===== src/rtl/core/thf_pkg.sv =====
// thf_pkg: types and constants shared by the hit finder core
// holds the transaction payloads and the configuration register indexes
// depends on nothing
`default_nettype none

package thf_pkg;

    localparam int SAMPLE_W = 16;
    localparam int FACTOR_W = 7;
    localparam int THR_W    = 16;
    localparam int TIME_W   = 24;
    localparam int SUM_W    = 32;
    localparam int LEN_W    = 16;
    localparam int WEIGHT_W = SAMPLE_W + FACTOR_W;

    localparam int CFG_IDX_W  = 1;
    localparam int CFG_DATA_W = THR_W;

    localparam logic [CFG_IDX_W-1:0] CFG_THRESHOLD = 1'd0;
    localparam logic [CFG_IDX_W-1:0] CFG_FACTOR    = 1'd1;

    localparam logic [THR_W-1:0]    THRESHOLD_RESET = 16'd8000;
    localparam logic [FACTOR_W-1:0] FACTOR_RESET    = 7'd1;

    typedef struct packed {
        logic signed [SAMPLE_W-1:0] sample;
        logic signed [SAMPLE_W-1:0] spread;
        logic [15:0]                channel_id;
        logic                       end_of_waveform;
    } t_sample;

    typedef struct packed {
        logic [15:0]                hit_channel;
        logic [TIME_W-1:0]          start_time;
        logic [LEN_W-1:0]           time_over;
        logic signed [SUM_W-1:0]    charge_sum;
        logic signed [SAMPLE_W-1:0] peak_charge;
        logic [TIME_W-1:0]          peak_time;
    } t_hit;

    typedef struct packed {
        logic                       over;
        logic                       eow;
        logic signed [SAMPLE_W-1:0] sample;
        logic signed [WEIGHT_W-1:0] weighted;
        logic [TIME_W-1:0]          start;
        logic [15:0]                channel;
    } t_prep;

endpackage

`default_nettype wire


===== src/rtl/core/thf_if.sv =====
// thf_if: valid/ready stream interfaces for samples in and hits out
// depends on thf_pkg for the payload types
`default_nettype none

interface thf_sample_if;
    import thf_pkg::*;

    logic    valid;
    logic    ready;
    t_sample payload;

    modport source (output valid, output payload, input ready);
    modport sink   (input valid, input payload, output ready);
endinterface

interface thf_hit_if;
    import thf_pkg::*;

    logic valid;
    logic ready;
    t_hit payload;

    modport source (output valid, output payload, input ready);
    modport sink   (input valid, input payload, output ready);
endinterface

`default_nettype wire


===== src/rtl/core/thf_prep.sv =====
// thf_prep: input register stage, threshold compare, weighting and start time
// owns the sample index; depends on thf_pkg and thf_if
`default_nettype none

module thf_prep #(
    parameter int MAX_SAMPLES = 65536
) (
    input  wire                            i_clk,
    input  wire                            i_rst_n,
    thf_sample_if.sink                     i_in,
    input  wire [thf_pkg::THR_W-1:0]       i_threshold,
    input  wire [thf_pkg::FACTOR_W-1:0]    i_factor,
    input  wire                            i_take,
    output logic                           o_valid,
    output thf_pkg::t_prep                 o_data
);
    import thf_pkg::*;

    localparam int IDX_W = (MAX_SAMPLES > 2) ? $clog2(MAX_SAMPLES) : 1;
    localparam logic [IDX_W-1:0] IDX_LAST = IDX_W'(MAX_SAMPLES - 1);

    logic                 r_valid;
    t_prep                r_data;
    t_prep                n_data;
    logic [IDX_W-1:0]     r_index;
    logic [IDX_W-1:0]     n_index;
    logic                 accept;
    logic signed [32:0]   lhs;
    logic signed [32:0]   rhs;
    logic [IDX_W+FACTOR_W-1:0] start_full;

    assign i_in.ready = !r_valid || i_take;
    assign accept     = i_in.valid && i_in.ready;

    always_comb begin
        lhs = 33'($signed({i_in.payload.sample, 4'b0000}));
        rhs = $signed({1'b0, i_threshold}) * i_in.payload.spread;
        start_full = r_index * i_factor;

        n_data.over     = lhs > rhs;
        n_data.eow      = i_in.payload.end_of_waveform;
        n_data.sample   = i_in.payload.sample;
        n_data.weighted = i_in.payload.sample * $signed({1'b0, i_factor});
        n_data.start    = TIME_W'(start_full);
        n_data.channel  = i_in.payload.channel_id;

        if (i_in.payload.end_of_waveform || r_index == IDX_LAST) begin
            n_index = '0;
        end else begin
            n_index = r_index + 1'b1;
        end
    end

    always_ff @(posedge i_clk) begin
        if (!i_rst_n) begin
            r_valid <= 1'b0;
            r_index <= '0;
        end else begin
            if (accept) begin
                r_valid <= 1'b1;
                r_index <= n_index;
            end else if (i_take) begin
                r_valid <= 1'b0;
            end
        end
        if (accept) begin
            r_data <= n_data;
        end
    end

    assign o_valid = r_valid;
    assign o_data  = r_data;

endmodule

`default_nettype wire


===== src/rtl/core/thf_track.sv =====
// thf_track: hit state tracking and the result register
// depends on thf_pkg and thf_if
`default_nettype none

module thf_track (
    input  wire              i_clk,
    input  wire              i_rst_n,
    input  wire              i_valid,
    input  wire thf_pkg::t_prep i_data,
    output logic             o_take,
    thf_hit_if.source        o_out
);
    import thf_pkg::*;

    logic                        r_in_hit;
    logic [TIME_W-1:0]           r_start;
    logic signed [SUM_W-1:0]     r_acc;
    logic [LEN_W-1:0]            r_len;
    logic signed [SAMPLE_W-1:0]  r_peak;
    logic [LEN_W-1:0]            r_off;
    logic                        r_out_valid;
    t_hit                        r_hit;

    logic                        emit;
    logic signed [SUM_W:0]       sum;
    logic signed [SUM_W-1:0]     n_acc;
    t_hit                        n_hit;

    assign o_take = i_valid && (!r_out_valid || o_out.ready);
    assign emit   = !i_data.eow && !i_data.over && r_in_hit;

    always_comb begin
        sum = (SUM_W+1)'(r_acc) + (SUM_W+1)'(i_data.weighted);
        if (sum[SUM_W] != sum[SUM_W-1]) begin
            n_acc = sum[SUM_W] ? {1'b1, {(SUM_W-1){1'b0}}} : {1'b0, {(SUM_W-1){1'b1}}};
        end else begin
            n_acc = sum[SUM_W-1:0];
        end

        n_hit.hit_channel = i_data.channel;
        n_hit.start_time  = r_start;
        n_hit.time_over   = r_len;
        n_hit.charge_sum  = r_acc;
        n_hit.peak_charge = r_peak;
        n_hit.peak_time   = r_start + TIME_W'(r_off);
    end

    always_ff @(posedge i_clk) begin
        if (!i_rst_n) begin
            r_in_hit    <= 1'b0;
            r_out_valid <= 1'b0;
            r_start     <= '0;
            r_acc       <= '0;
            r_len       <= '0;
            r_peak      <= '0;
            r_off       <= '0;
        end else begin
            if (o_take) begin
                r_out_valid <= emit;
                if (i_data.eow) begin
                    r_in_hit <= 1'b0;
                end else if (i_data.over && !r_in_hit) begin
                    r_in_hit <= 1'b1;
                    r_start  <= i_data.start;
                    r_acc    <= SUM_W'(i_data.sample);
                    r_len    <= LEN_W'(1);
                    r_peak   <= i_data.sample;
                    r_off    <= '0;
                end else if (i_data.over) begin
                    r_acc <= n_acc;
                    if (i_data.sample > r_peak) begin
                        r_peak <= i_data.sample;
                        r_off  <= r_len;
                    end
                    if (r_len != {LEN_W{1'b1}}) begin
                        r_len <= r_len + 1'b1;
                    end
                end else if (r_in_hit) begin
                    r_in_hit <= 1'b0;
                end
            end else if (o_out.ready) begin
                r_out_valid <= 1'b0;
            end
        end
        if (o_take && emit) begin
            r_hit <= n_hit;
        end
    end

    assign o_out.valid   = r_out_valid;
    assign o_out.payload = r_hit;

    // no result from an item that meets no open hit
    a_no_spurious_hit: assert property (@(posedge i_clk) disable iff (!i_rst_n)
        (o_take && !r_in_hit) |=> !r_out_valid)
        else $error("result without an open hit");

    a_len_nonzero: assert property (@(posedge i_clk) disable iff (!i_rst_n)
        r_in_hit |-> (r_len != '0))
        else $error("open hit with zero length");

    a_off_in_range: assert property (@(posedge i_clk) disable iff (!i_rst_n)
        r_in_hit |-> (r_off <= r_len))
        else $error("peak offset beyond hit length");

    a_eow_drops: assert property (@(posedge i_clk) disable iff (!i_rst_n)
        (o_take && i_data.eow) |=> (!r_in_hit && !r_out_valid))
        else $error("end of waveform left hit open or emitted");

endmodule

`default_nettype wire


===== src/rtl/core/threshold_hit_finder_core.sv =====
// threshold_hit_finder_core: time-over-threshold hit finder, top level
// holds the configuration registers; depends on thf_pkg, thf_if, thf_prep, thf_track
//
//   port        dir   payload      transaction when
//   i_in        in    t_sample     i_in.valid && i_in.ready
//   o_out       out   t_hit        o_out.valid && o_out.ready
//   i_cfg_*     in    16b data     i_cfg_we high
//
// one sample per cycle sustained unless the result stalls; the hit is valid
// once its closing sample passes the input register and the result register
// synchronous active-low reset clears the hit state, sample index and config
// to threshold 8000 and factor 1
// a stalled result holds the result register; input still flows while the
// input register is free
`default_nettype none

module threshold_hit_finder_core #(
    parameter int MAX_SAMPLES = 65536
) (
    input  wire                              i_clk,
    input  wire                              i_rst_n,
    thf_sample_if.sink                       i_in,
    thf_hit_if.source                        o_out,
    input  wire                              i_cfg_we,
    input  wire [thf_pkg::CFG_IDX_W-1:0]     i_cfg_idx,
    input  wire [thf_pkg::CFG_DATA_W-1:0]    i_cfg_data
);
    import thf_pkg::*;

    logic [THR_W-1:0]    r_threshold;
    logic [FACTOR_W-1:0] r_factor;
    logic                prep_valid;
    t_prep               prep_data;
    logic                take;

    always_ff @(posedge i_clk) begin
        if (!i_rst_n) begin
            r_threshold <= THRESHOLD_RESET;
            r_factor    <= FACTOR_RESET;
        end else if (i_cfg_we) begin
            unique case (i_cfg_idx)
                CFG_THRESHOLD: r_threshold <= i_cfg_data;
                CFG_FACTOR:    r_factor    <= i_cfg_data[FACTOR_W-1:0];
                default: ;
            endcase
        end
    end

    thf_prep #(
        .MAX_SAMPLES (MAX_SAMPLES)
    ) u_prep (
        .i_clk       (i_clk),
        .i_rst_n     (i_rst_n),
        .i_in        (i_in),
        .i_threshold (r_threshold),
        .i_factor    (r_factor),
        .i_take      (take),
        .o_valid     (prep_valid),
        .o_data      (prep_data)
    );

    thf_track u_track (
        .i_clk   (i_clk),
        .i_rst_n (i_rst_n),
        .i_valid (prep_valid),
        .i_data  (prep_data),
        .o_take  (take),
        .o_out   (o_out)
    );

endmodule

`default_nettype wire

===== src/flat_wrapper.sv =====
// flat-port wrapper written by rule: the top's interface ports become plain ports
module threshold_hit_finder_core_flat import thf_pkg::*;
#(
    parameter int MAX_SAMPLES = 65536
)
  (i_clk, i_rst_n, i_cfg_we, i_cfg_idx, i_cfg_data, i_in_valid, i_in_payload, i_in_ready, o_out_valid, o_out_payload, o_out_ready);
  thf_sample_if i_in_i ();
  thf_hit_if o_out_i ();
  input  wire i_clk;
  input  wire i_rst_n;
  input  wire i_cfg_we;
  input  wire [thf_pkg::CFG_IDX_W-1:0] i_cfg_idx;
  input  wire [thf_pkg::CFG_DATA_W-1:0] i_cfg_data;
  input wire logic [$bits(i_in_i.valid)-1:0] i_in_valid;
  input wire logic [$bits(i_in_i.payload)-1:0] i_in_payload;
  output wire logic [$bits(i_in_i.ready)-1:0] i_in_ready;
  output wire logic [$bits(o_out_i.valid)-1:0] o_out_valid;
  output wire logic [$bits(o_out_i.payload)-1:0] o_out_payload;
  input wire logic [$bits(o_out_i.ready)-1:0] o_out_ready;
  assign i_in_i.valid = i_in_valid;
  assign i_in_i.payload = i_in_payload;
  assign i_in_ready = i_in_i.ready;
  assign o_out_valid = o_out_i.valid;
  assign o_out_payload = o_out_i.payload;
  assign o_out_i.ready = o_out_ready;
  threshold_hit_finder_core #(.MAX_SAMPLES(MAX_SAMPLES)) u_core (.i_clk(i_clk), .i_rst_n(i_rst_n), .i_in(i_in_i), .o_out(o_out_i), .i_cfg_we(i_cfg_we), .i_cfg_idx(i_cfg_idx), .i_cfg_data(i_cfg_data));
endmodule

===== config.mk =====
export PLATFORM = sky130hd
export DESIGN_NAME = threshold_hit_finder_core_flat
export DESIGN_NICKNAME = d
export VERILOG_FILES = /design/src/rtl/core/thf_pkg.sv /design/src/rtl/core/thf_if.sv /design/src/rtl/core/thf_prep.sv /design/src/rtl/core/thf_track.sv /design/src/rtl/core/threshold_hit_finder_core.sv /design/src/flat_wrapper.sv
export SDC_FILE = /design/constraint.sdc
export NUM_CORES = 2
export LEC_CHECK = 0
export BUFFER_PORTS_ARGS = -buffer_cell sky130_fd_sc_hd__clkbuf_2
export CAP_MARGIN = 10
export CORE_MARGIN = 5
export CORE_UTILIZATION = 55
export CTS_CLUSTER_SIZE = 28
export DETAILED_ROUTE_END_ITERATION = 6
export PLACE_DENSITY = 0.77
export SYNTH_ARGS = -nofsm -noshare
export SYNTH_HDL_FRONTEND = slang
export SYNTH_SLANG_ARGS = --single-unit

===== constraint.sdc =====
create_clock -name i_clk -period 9.85 [get_ports i_clk]
set_clock_uncertainty 0.1 [all_clocks]
set_input_delay 1.4775 -clock i_clk [delete_from_list [all_inputs] [get_ports i_clk]]
set_output_delay 1.4775 -clock i_clk [all_outputs]
set_load 0.005 [all_outputs]

==> metrics <==
Worst Setup EP=u_core.u_prep.o_data[80]; Synth Area in XOR/XNOR=3.73%; worst setup margin=1.04 ns; setup tns final=0 ns; CP max stage cell=fa_1; cell count after synthesis=3239; die width=250 um; Compound-Gate Fraction of Synth Area=9.75%; unrepaired setup endpoints after global routing=no; DRC viols=0; Slew Limit Fails=0; Fin. Hold Viols=0; fin cells=4175; slew margin rel.=22.3%; Main synth FF type=edfxtp_1; setup bufs post-CTS=0; Critical Path End Type=flip-flop; Post-synth EDFFs=207; Hold WC Path Type=reg2reg; post-synthesis mux area share=0.537%; critical path arrival=9.02 ns; maximum number of pins on one net before global-route repair=66; PD cells=216 mW/mm^2; Antenna Nets Post-Route=0; Final period util=89.5%; clk slew on worst S/H paths=0.06 ns; Crit path required time=10.06 ns; Place WS=0.480 ns; core area=0.0574 sq mm; worst-path fanout max=16; cts repair resizes=0; GRT overflow=0; Area Growth Syn to Fin=9.55%; dominant cell type by area after synthesis=fa_1; gpl congestion=0.912; max incr delay on CP=0.56 ns; area share of the largest cell type after synthesis=22.1%; clock sinks=352; simple-gate share of the synthesized area=16.2%; DRT iter0 DRCs=1453; Avg WL per Cell=17.3 um; synthesized area=0.0317 sq mm; syn_nets=3963; vias per inst=5.56; Finish-stage setup viols=0; total CTS buffers=41; FF-to-FF Start=u_core.r_threshold[11]; R2R depth=27; NumNets Final=4098; die area=0.0625 sq mm; dpl cells=4096; Yosys reg bits=352; hold_buf cts=0; routed vias=23200; CP bufs+invs=5; Die Ht=250 um; max cap viols=0; RR Endpoint=u_core.u_prep.o_data[80]; status=finished, final reports clean; fraction of layout cells with a size suffix above 1=9.04%; Avg Cell Area, Syn=9.78 sq um; Post-synth ARST share=0%; DR pass1 iterations=5; Routed WL=72.3 mm; leak pwr=0.0158 uW; CP delay by family, top=adder cells; largest family of logic cells by synthesized area=adder cells; Synth cell types=76; Skew-Pair Late Insertion Delay=0.57 ns; crit path kind=in2reg; # port buffers=199; commonest non-fill, non-tap cell in the layout=inv_1; # rows=88; CP Launch Type=input port; post-synthesis adder-cell area fraction=34.1%; Worst path most repeated cell=fa_1; commonest non-fill, non-tap cells in the layout=inv_1, nand2_1, fa_1, ha_1, and2_1; post-route minimum period=8.81 ns; transition time of the tightest slew-check pin=1.16 ns; initial antenna violation count=7; initial core utilization=55.2%; sequential area share after synthesis=28.8%; hpwl dp=55.8 mm; GRT Total Usage=22.9%; Ports=201; first-pass GRT wire length=119 mm; CTS H-tree depth=2; Synth area leaders=fa_1, edfxtp_1, ha_1; CTS tree=yes; synth warn=0; Final Util=60.5%; Achievable Freq=0.113 GHz; cell count along the critical path=29; CP startpoint=i_in_payload[23]; VDD IR max=0.338 mV; vias in the first global route=23200; clk root buf=clkbuf_16; r2r setup slk=1.44 ns; deepest clock path buffer count=3
## kinds of logic (layout without fill, tap and decap cells)
family / count (synthesis) / after routing
xor gates and xnor gates: 135 / 135
other: 1 / 4
DFF: 352 / 352
adders and majority gates: 653 / 653
AOI/OAI and AO/OA: 460 / 460
muxes: 17 / 17
and+or+nand+nor: 1046 / 1046
buffers and inverters: 575 / 743
## per-layer routing
metal | share of wire (%) | routed length [um] | global-route usage (%) | up-vias
met2 | 49 | 35100 | 38.8 | 715
met4 | 3.3 | 2420 | 7.55 | 12
met3 | 6.2 | 4520 | 3.66 | 158
li1 | - | - | - | 10900
met1 | 42 | 30200 | 30.3 | 11400
met5 | 0.11 | 82 | 0 | -
## stage by stage
step / hold WS, ns / area [sq um] / power, uW
6_report: 0.315 / 34700 / 7500
5_1_grt: 0.328 / 34700 / 8160
4_1_cts: 0.316 / 34700 / 7540
3_5_place_dp: 0.306 / 33300 / 5950
3_3_place_gp: 0.300 / 33300 / 5850
2_1_floorplan: 0.300 / 31700 / 5030
## cells in the mapped netlist (7+ instances only)
cell,n
a221oi_1,8
nand2_1,416
a22o_1,16
a21o_1,46
nor4_1,8
o21bai_1,12
or2_2,9
xor2_1,60
a31oi_1,11
fa_1,349
o21ai_0,80
and3_1,22
nand4_1,30
nand3_1,52
and2_1,233
a211o_1,7
o211ai_1,12
o21a_1,19
nand2b_1,37
dfxtp_1,145
nor2b_1,35
or3_1,16
mux2i_1,17
inv_1,449
nor2_1,133
ha_1,304
a221o_1,16
nor3_1,27
xnor2_1,75
o21ai_1,9
a21oi_1,113
edfxtp_1,207
a21boi_0,46
clkbuf_1,114
a211oi_1,16
## layout make-up
cell class / count / area (sq um)
Antenna cell: 3 / 7.51
Clock buffer: 54 / 1150
Clock inverter: 22 / 259
Fill cell: 4788 / 22700
Inverter: 450 / 1690
Multi-Input combinational cell: 2312 / 20400
Sequential cell: 352 / 9120
Tap cell: 765 / 957
Timing Repair Buffer: 217 / 1130
## power by group
group / switching [uW] / leakage (uW) / internal, uW / total [uW]
clock network: 624 / 0.000689 / 936 / 1560
registers: 66.6 / 0.00301 / 1630 / 1700
logic: 2370 / 0.0121 / 1870 / 4240
## registers in the layout, indices dropped and copies added, names as in the netlist
name,count
u_core.u_track.r_peak,16
u_core.u_track.o_out.payload,127
u_core.u_prep.o_data,80
u_core.u_track.r_in_hit,1
u_core.u_prep.o_valid,1
u_core.u_track.r_acc,32
u_core.u_track.r_len,16
u_core.u_prep.r_index,16
u_core.u_track.r_off,16
u_core.r_factor,7
u_core.u_track.o_out.valid,1
u_core.r_threshold,16
u_core.u_track.r_start,23
## worst min path at each step
stage	cells past startpoint	start	slack (ns)	to
final	0	u_core.u_prep.o_data[3]	0.31	u_core.u_track.o_out.payload[115]
after global routing	0	u_core.u_prep.o_data[3]	0.33	u_core.u_track.o_out.payload[115]
after CTS	0	u_core.u_prep.o_data[3]	0.32	u_core.u_track.o_out.payload[115]
after detailed placement	0	u_core.u_prep.o_data[6]	0.31	u_core.u_track.o_out.payload[118]
after global placement	0	u_core.u_prep.o_data[3]	0.30	u_core.u_track.o_out.payload[115]
after floorplan	0	u_core.u_prep.o_data[0]	0.30	u_core.u_track.o_out.payload[112]
Note: power is estimated with default switching activity, not from simulation.
